**config.mk**
```make
export PLATFORM = sky130hd
export DESIGN_NAME = led_blink_code_pattern_unit_flat
export DESIGN_NICKNAME = d
export VERILOG_FILES = /design/src/design/lbcp_pkg.sv /design/src/design/lbcp_in_if.sv /design/src/design/lbcp_out_if.sv /design/src/design/lbcp_rem_stage.sv /design/src/design/led_blink_code_pattern_unit.sv /design/src/flat_wrapper.sv
export SDC_FILE = /design/constraint.sdc
export NUM_CORES = 2
export LEC_CHECK = 0
export CAP_MARGIN = 25
export CORE_ASPECT_RATIO = 2
export CORE_MARGIN = 1.5
export CORE_UTILIZATION = 55
export CTS_CLUSTER_SIZE = 28
export DETAILED_ROUTE_END_ITERATION = 16
export DONT_BUFFER_PORTS = 1
export PLACE_DENSITY = 0.73
export REMOVE_ABC_BUFFERS = 1
export SETUP_SLACK_MARGIN = 0.4
export SLEW_MARGIN = 0
export SYNTH_ARGS = -nofsm -noshare
export SYNTH_HDL_FRONTEND = slang
export SYNTH_HIERARCHICAL = 1
export SYNTH_SLANG_ARGS = --single-unit
```
**constraint.sdc**
```tcl
create_clock -name clk -period 15.1 [get_ports clk]
set_input_delay 3.02 -clock clk [delete_from_list [all_inputs] [get_ports clk]]
set_output_delay 3.02 -clock clk [all_outputs]
set_load 0.05 [all_outputs]
```
**src/design/lbcp_pkg.sv**
```systemverilog
// ----------------------------------------------------------------------------
// lbcp_pkg
// Shared types and constants for the status lamp blink-code pipeline.
// ----------------------------------------------------------------------------
package lbcp_pkg;

  localparam int NOW_W        = 32;
  localparam int STATE_W      = 3;
  localparam int FAULT_W      = 5;
  localparam int MS_W         = 16;
  localparam int CFG_ADDR_W   = 2;
  localparam int BLIP_W       = 5;
  localparam int SLOT_W       = MS_W + 1;
  localparam int SPAN_W       = 22;
  localparam int REM_STEPS    = 4;
  localparam int TIME_BITS_DEF = 32;

  localparam logic [CFG_ADDR_W-1:0] CFG_BLIP_ON  = 2'd0;
  localparam logic [CFG_ADDR_W-1:0] CFG_BLIP_OFF = 2'd1;
  localparam logic [CFG_ADDR_W-1:0] CFG_GAP      = 2'd2;

  localparam logic [MS_W-1:0] BLIP_ON_RST  = 16'd150;
  localparam logic [MS_W-1:0] BLIP_OFF_RST = 16'd250;
  localparam logic [MS_W-1:0] GAP_RST      = 16'd1200;

  localparam logic [STATE_W-1:0] ST_INIT     = 3'd0;
  localparam logic [STATE_W-1:0] ST_SELFTEST = 3'd1;
  localparam logic [STATE_W-1:0] ST_READY    = 3'd2;
  localparam logic [STATE_W-1:0] ST_RUN      = 3'd3;

  localparam logic [BLIP_W-1:0] BLIPS_ONE = 5'd1;
  localparam logic [BLIP_W-1:0] BLIPS_TWO = 5'd2;

  typedef struct packed {
    logic              force_on;
    logic              pattern;
    logic [BLIP_W-1:0] blips;
    logic [SLOT_W-1:0] slot;
    logic [MS_W-1:0]   on_ms;
    logic [MS_W-1:0]   gap_ms;
    logic [SPAN_W-1:0] lit_span;
    logic [SPAN_W-1:0] cycle;
    logic [SPAN_W-1:0] rem;
  } ctl_t;

endpackage

```
**src/design/lbcp_in_if.sv**
```systemverilog
// ----------------------------------------------------------------------------
// lbcp_in_if
// Input item channel: timestamp, drive state and fault code.
// ----------------------------------------------------------------------------
interface lbcp_in_if;
  logic                         valid;
  logic                         ready;
  logic [lbcp_pkg::NOW_W-1:0]   now_ms;
  logic [lbcp_pkg::STATE_W-1:0] drive_state;
  logic [lbcp_pkg::FAULT_W-1:0] fault_code;

  modport source (output valid, output now_ms, output drive_state, output fault_code,
                  input ready);
  modport sink (input valid, input now_ms, input drive_state, input fault_code,
                output ready);
endinterface

```
**src/design/lbcp_out_if.sv**
```systemverilog
// ----------------------------------------------------------------------------
// lbcp_out_if
// Result item channel: status lamp level.
// ----------------------------------------------------------------------------
interface lbcp_out_if;
  logic valid;
  logic ready;
  logic lamp_on;

  modport source (output valid, output lamp_on, input ready);
  modport sink (input valid, input lamp_on, output ready);
endinterface

```
**src/design/lbcp_rem_stage.sv**
```systemverilog
// ----------------------------------------------------------------------------
// lbcp_rem_stage
// One registered stage of the restoring remainder of the timestamp by the
// pattern cycle length; handles STEPS timestamp bits, MSB first.
// ----------------------------------------------------------------------------
module lbcp_rem_stage #(
  parameter int TIME_BITS = lbcp_pkg::TIME_BITS_DEF,
  parameter int BIT_HI    = lbcp_pkg::TIME_BITS_DEF - 1,
  parameter int STEPS     = lbcp_pkg::REM_STEPS
) (
  input  logic                 clk,
  input  logic                 load,
  input  logic [TIME_BITS-1:0] now_i,
  input  lbcp_pkg::ctl_t       ctl_i,
  output logic [TIME_BITS-1:0] now_o,
  output lbcp_pkg::ctl_t       ctl_o
);

  lbcp_pkg::ctl_t ctl_nxt;

  always_comb begin
    logic [lbcp_pkg::SPAN_W-1:0] r;
    logic [lbcp_pkg::SPAN_W:0]   t;
    ctl_nxt = ctl_i;
    r = ctl_i.rem;
    for (int k = 0; k < STEPS; k++) begin
      t = {r, now_i[BIT_HI-k]};
      if (t >= {1'b0, ctl_i.cycle}) begin
        t = t - {1'b0, ctl_i.cycle};
      end
      r = t[lbcp_pkg::SPAN_W-1:0];
    end
    ctl_nxt.rem = r;
  end

  always_ff @(posedge clk) begin
    if (load) begin
      ctl_o <= ctl_nxt;
      now_o <= now_i;
    end
  end

endmodule

```
**src/design/led_blink_code_pattern_unit.sv**
```systemverilog
// ----------------------------------------------------------------------------
// led_blink_code_pattern_unit
// Status lamp blink-code generator: lamp level from timestamp, drive state
// and fault code.
// ----------------------------------------------------------------------------
// channel  | dir | handshake    | payload
// in_ch    | in  | valid/ready  | now_ms[31:0], drive_state[2:0], fault_code[4:0]
// out_ch   | out | valid/ready  | lamp_on
// cfg_*    | in  | cfg_we       | cfg_addr[1:0], cfg_wdata[15:0]
//
// One item per cycle while out_ch is not stalled. The stages are decode, blip
// span multiply, the remainder stages (up to 4 timestamp bits each), then the
// slot remainder and output register.
// rst_n is synchronous; it empties the pipeline and loads register defaults.
// Each stage holds only while the stage after it is full and held, so a
// stalled output still lets bubbles fill behind it.
// ----------------------------------------------------------------------------
module led_blink_code_pattern_unit #(
  parameter int TIME_BITS = lbcp_pkg::TIME_BITS_DEF
) (
  input  logic                            clk,
  input  logic                            rst_n,
  lbcp_in_if.sink                         in_ch,
  lbcp_out_if.source                      out_ch,
  input  logic                            cfg_we,
  input  logic [lbcp_pkg::CFG_ADDR_W-1:0] cfg_addr,
  input  logic [lbcp_pkg::MS_W-1:0]       cfg_wdata
);

  localparam int NRS = (TIME_BITS + lbcp_pkg::REM_STEPS - 1) / lbcp_pkg::REM_STEPS;
  localparam int NST = NRS + 2;

  logic [lbcp_pkg::MS_W-1:0] blip_on_r;
  logic [lbcp_pkg::MS_W-1:0] blip_off_r;
  logic [lbcp_pkg::MS_W-1:0] gap_r;

  always_ff @(posedge clk) begin
    if (!rst_n) begin
      blip_on_r  <= lbcp_pkg::BLIP_ON_RST;
      blip_off_r <= lbcp_pkg::BLIP_OFF_RST;
      gap_r      <= lbcp_pkg::GAP_RST;
    end else if (cfg_we) begin
      case (cfg_addr)
        lbcp_pkg::CFG_BLIP_ON:  blip_on_r  <= cfg_wdata;
        lbcp_pkg::CFG_BLIP_OFF: blip_off_r <= cfg_wdata;
        lbcp_pkg::CFG_GAP:      gap_r      <= cfg_wdata;
        default: ;
      endcase
    end
  end

  // pipeline state
  logic [NST-1:0]       v_r;
  logic [NST:0]         ld;
  lbcp_pkg::ctl_t       ctl_r [NST];
  logic [TIME_BITS-1:0] now_r [NST];
  logic                 out_valid_r;
  logic                 lamp_r;

  assign ld[NST] = !out_valid_r || out_ch.ready;
  for (genvar k = 0; k < NST; k++) begin : g_ld
    assign ld[k] = !v_r[k] || ld[k+1];
  end

  assign in_ch.ready    = ld[0];
  assign out_ch.valid   = out_valid_r;
  assign out_ch.lamp_on = lamp_r;

  always_ff @(posedge clk) begin
    if (!rst_n) begin
      v_r         <= '0;
      out_valid_r <= 1'b0;
    end else begin
      if (ld[0]) begin
        v_r[0] <= in_ch.valid;
      end
      for (int k = 1; k < NST; k++) begin
        if (ld[k]) begin
          v_r[k] <= v_r[k-1];
        end
      end
      if (ld[NST]) begin
        out_valid_r <= v_r[NST-1];
      end
    end
  end

  // stage 0: decode
  logic [TIME_BITS-1:0] now_tb;
  lbcp_pkg::ctl_t       ctl0_nxt;

  if (TIME_BITS <= lbcp_pkg::NOW_W) begin : g_now_cut
    assign now_tb = in_ch.now_ms[TIME_BITS-1:0];
  end else begin : g_now_ext
    assign now_tb = {{(TIME_BITS - lbcp_pkg::NOW_W){1'b0}}, in_ch.now_ms};
  end

  always_comb begin
    ctl0_nxt          = '0;
    ctl0_nxt.on_ms    = blip_on_r;
    ctl0_nxt.gap_ms   = gap_r;
    ctl0_nxt.slot     = {1'b0, blip_on_r} + {1'b0, blip_off_r};
    case (in_ch.drive_state)
      lbcp_pkg::ST_INIT: begin
        ctl0_nxt.force_on = 1'b1;
      end
      lbcp_pkg::ST_SELFTEST: begin
        ctl0_nxt.force_on = 1'b0;
      end
      lbcp_pkg::ST_READY: begin
        ctl0_nxt.pattern = 1'b1;
        ctl0_nxt.blips   = lbcp_pkg::BLIPS_ONE;
      end
      lbcp_pkg::ST_RUN: begin
        ctl0_nxt.pattern = 1'b1;
        ctl0_nxt.blips   = lbcp_pkg::BLIPS_TWO;
      end
      default: begin
        ctl0_nxt.pattern = 1'b1;
        ctl0_nxt.blips   = (in_ch.fault_code == '0) ? lbcp_pkg::BLIPS_ONE
                                                    : in_ch.fault_code;
      end
    endcase
  end

  always_ff @(posedge clk) begin
    if (ld[0]) begin
      ctl_r[0] <= ctl0_nxt;
      now_r[0] <= now_tb;
    end
  end

  // stage 1: lit span and cycle length
  lbcp_pkg::ctl_t ctl1_nxt;
  logic [lbcp_pkg::SPAN_W:0] cycle_sum;

  always_comb begin
    ctl1_nxt          = ctl_r[0];
    ctl1_nxt.lit_span = lbcp_pkg::SPAN_W'(ctl_r[0].blips) *
                        lbcp_pkg::SPAN_W'(ctl_r[0].slot);
    cycle_sum         = {1'b0, ctl1_nxt.lit_span} +
                        (lbcp_pkg::SPAN_W + 1)'(ctl_r[0].gap_ms);
    ctl1_nxt.cycle    = cycle_sum[lbcp_pkg::SPAN_W-1:0];
    ctl1_nxt.rem      = '0;
  end

  always_ff @(posedge clk) begin
    if (ld[1]) begin
      ctl_r[1] <= ctl1_nxt;
      now_r[1] <= now_r[0];
    end
  end

  // stages 2 .. NRS+1: timestamp remainder by cycle length
  for (genvar s = 0; s < NRS; s++) begin : g_rem
    localparam int HI    = TIME_BITS - 1 - s * lbcp_pkg::REM_STEPS;
    localparam int STEPS = (HI + 1 < lbcp_pkg::REM_STEPS) ? HI + 1 : lbcp_pkg::REM_STEPS;

    lbcp_rem_stage #(
      .TIME_BITS (TIME_BITS),
      .BIT_HI    (HI),
      .STEPS     (STEPS)
    ) u_rem (
      .clk   (clk),
      .load  (ld[s+2]),
      .now_i (now_r[s+1]),
      .ctl_i (ctl_r[s+1]),
      .now_o (now_r[s+2]),
      .ctl_o (ctl_r[s+2])
    );
  end

  // final stage: position within blip slot
  logic lamp_nxt;

  always_comb begin
    logic [lbcp_pkg::SPAN_W-1:0] r;
    logic [lbcp_pkg::SPAN_W-1:0] d;
    logic                        in_span;
    r       = ctl_r[NST-1].rem;
    in_span = ctl_r[NST-1].rem < ctl_r[NST-1].lit_span;
    for (int k = lbcp_pkg::BLIP_W - 1; k >= 0; k--) begin
      d = lbcp_pkg::SPAN_W'(ctl_r[NST-1].slot) << k;
      if (r >= d) begin
        r = r - d;
      end
    end
    lamp_nxt = ctl_r[NST-1].force_on ||
               (ctl_r[NST-1].pattern && (ctl_r[NST-1].cycle != '0) && in_span &&
                (r < lbcp_pkg::SPAN_W'(ctl_r[NST-1].on_ms)));
  end

  always_ff @(posedge clk) begin
    if (ld[NST]) begin
      lamp_r <= lamp_nxt;
    end
  end

endmodule

```
**src/flat_wrapper.sv**
```systemverilog
// flat-port wrapper written by rule: the top's interface ports become plain ports
module led_blink_code_pattern_unit_flat 
#(
  parameter int TIME_BITS = lbcp_pkg::TIME_BITS_DEF
)
  (clk, rst_n, cfg_we, cfg_addr, cfg_wdata, in_ch_valid, in_ch_now_ms, in_ch_drive_state, in_ch_fault_code, in_ch_ready, out_ch_valid, out_ch_lamp_on, out_ch_ready);
  lbcp_in_if in_ch_i ();
  lbcp_out_if out_ch_i ();
  input  logic clk;
  input  logic rst_n;
  input  logic cfg_we;
  input  logic [lbcp_pkg::CFG_ADDR_W-1:0] cfg_addr;
  input  logic [lbcp_pkg::MS_W-1:0] cfg_wdata;
  input wire logic [$bits(in_ch_i.valid)-1:0] in_ch_valid;
  input wire logic [$bits(in_ch_i.now_ms)-1:0] in_ch_now_ms;
  input wire logic [$bits(in_ch_i.drive_state)-1:0] in_ch_drive_state;
  input wire logic [$bits(in_ch_i.fault_code)-1:0] in_ch_fault_code;
  output wire logic [$bits(in_ch_i.ready)-1:0] in_ch_ready;
  output wire logic [$bits(out_ch_i.valid)-1:0] out_ch_valid;
  output wire logic [$bits(out_ch_i.lamp_on)-1:0] out_ch_lamp_on;
  input wire logic [$bits(out_ch_i.ready)-1:0] out_ch_ready;
  assign in_ch_i.valid = in_ch_valid;
  assign in_ch_i.now_ms = in_ch_now_ms;
  assign in_ch_i.drive_state = in_ch_drive_state;
  assign in_ch_i.fault_code = in_ch_fault_code;
  assign in_ch_ready = in_ch_i.ready;
  assign out_ch_valid = out_ch_i.valid;
  assign out_ch_lamp_on = out_ch_i.lamp_on;
  assign out_ch_i.ready = out_ch_ready;
  led_blink_code_pattern_unit #(.TIME_BITS(TIME_BITS)) u_core (.clk(clk), .rst_n(rst_n), .in_ch(in_ch_i), .out_ch(out_ch_i), .cfg_we(cfg_we), .cfg_addr(cfg_addr), .cfg_wdata(cfg_wdata));
endmodule
```
==> qor.txt <==
First DRT Iteration DRCs = 3828
All-Layer GR Usage = 34.5%
Clock Tree Root = clkbuf_16
post-route design area = 99200 um2
Fmax achieved = 69.6 MHz
Top Ports = 66
clock buffer depth = 3
Critical Path AT = 14.76 ns
CTS sink count = 1179
I/O Buffers = 0
most frequent cells in the layout = edfxtp_1, ha_1, a21oi_1, nand2_1, inv_1
Final Cycle Share = 95.1%
Setup violations, final = 0
final wirelength = 297000 um
Worst Path Required = 15.50 ns
grt ovf = 0
Rows = 210
status = finished clean
Top cell by count, worst path = ha_1
hold crit path type = reg -> reg
clock latency at the later pin of the worst-skew pair = 0.72 ns
initial core utilization = 55.5%
DIE AREA = 168000 um2
# hold bufs at CTS = 0
final worst path period need = 14.36 ns
gpl congestion = 1.05
worst rel slew slack = 20.0%
layout cell share with drive strength beyond 1 = 13.0%
RSZ-0062 raised after global routing = true
vias in the first global route = 74857
Clk pin slew, worst setup/hold paths = 0.07 ns
cell count after synthesis = 8854
Num CTS Buffers = 100
core area = 164000 um2
Detailed Place HPWL = 239000 um
commonest non-fill, non-tap cell in the layout = edfxtp_1
synthesized area = 90800 um2
Crit path max-delay family = compound AO/OA/AOI/OAI gates
DR vias/cell = 6.34
Post-DRT Antenna Nets = 0
Die W = 290 um
Worst Clk Skew = 0.0647 ns
syn avg cell area = 10.3 um2
Crit Path Max Fanout = 22
via count of the routed design = 72276
max_cap viols = 0
initial antenna violation count = 18
first-pass iteration count of the detailed router = 8
Ys Warns = 6
Slew @ Worst Pin = 1.19 ns
WL/cell = 26.0 um
CTS tree = yes
Place WS = -0.247 ns
Placed Area = 95300 um2
Buf+Inv Stages, Crit Path = 4
pin count of the biggest net entering global routing = 79
slowest CP cell = or4_1
Nets = 10213
die span in y = 578 um
Hold Fails Final Rpt = 0
Post-Route Utilization = 60.6%
crit end category = flip-flop
max-slew violations = 0
first-pass GRT wire length = 435000 um
CTS H-Tree Depth = 3
Setup CP Type = reg -> reg
Area Growth Syn to Fin = 9.25%
CP startpoint kind = flip-flop
post-route setup slack = 0.737 ns
DR DRC count = 0
CP peak stage delay = 0.83 ns
## metrics by stage
| stage | TNS [ns] | instances | hold slack [ns] |
|---|---|---|---|
| 3_5_place_dp | -0.247 | 11180 | 0.405 |
| 5_1_grt | 0 | 11390 | 0.381 |
| 4_1_cts | 0 | 11369 | 0.363 |
| 2_1_floorplan | -0.424 | 8719 | 0.400 |
| 6_report | 0 | 11395 | 0.377 |
| 3_3_place_gp | -0.152 | 11179 | 0.400 |
## worst reg2reg max path: cells and delay by family (launching register included)
family	cells	cell delay, ns
AO/OA/AOI/OAI	17	5.70
adder cells (fa/ha/maj)	4	1.54
buffers and inverters	4	0.97
flip-flops	1	0.43
multiplexers	1	0.45
AND/OR/NAND/NOR	16	5.00
## area by class of cell
cell class              instances  area (um2)
diodes                         10        25.0
clock buffers                 122        2620
clock inverters                66         752
fillers                     13677       64500
inverters                     582        2200
multi-input cells            6958       53400
flip-flops and latches       1179       34800
well taps                    2120        2650
repair buffers                358        2750
## path summary, 6_finish.rpt
check,start,end,slack [ns],cells after the start
max,u_core/g_rem[3].u_rem/ctl_o[40]$_DFFE_PP_,u_core/g_rem[4].u_rem/ctl_o[5]$_DFFE_PP_,0.74,42
min,u_core/g_rem[4].u_rem/ctl_o[59]$_DFFE_PP_,u_core/g_rem[5].u_rem/ctl_o[59]$_DFFE_PP_,0.38,0
max reg2reg,u_core/g_rem[3].u_rem/ctl_o[40]$_DFFE_PP_,u_core/g_rem[4].u_rem/ctl_o[5]$_DFFE_PP_,0.74,42
min reg2reg,u_core/g_rem[4].u_rem/ctl_o[59]$_DFFE_PP_,u_core/g_rem[5].u_rem/ctl_o[59]$_DFFE_PP_,0.38,0
## routing by layer
metal  GRT usage [%]  share of wire (%)
met5               0              0.029
met4            38.8                 13
met3            5.29                4.0
met2            67.3                 54
met1            26.8                 29
## repair_timing
item,CTS,global route
pin swaps,5,40
endpoints found under the setup margin,1,12
resized for setup,21,73
gates cloned,0,0
setup buffers,1,13
## registers in the layout, summed over array words and instances (netlist names)
name	flops
u_core/ctl_r	79
u_core/blip_on_r	16
u_core/out_ch.valid	1
u_core/gap_r	16
u_core/out_ch.lamp_on	1
u_core/ctl1_nxt	56
u_core/g_rem.u_rem/ctl_o	808
u_core/g_rem.u_rem/now_o	112
u_core/blip_off_r	16
u_core/v_r	10
u_core/now_r	64
Power is left out: the tool's default activity adds up to more than one toggle a clock period on the data nets, which glitch-free logic cannot reach.
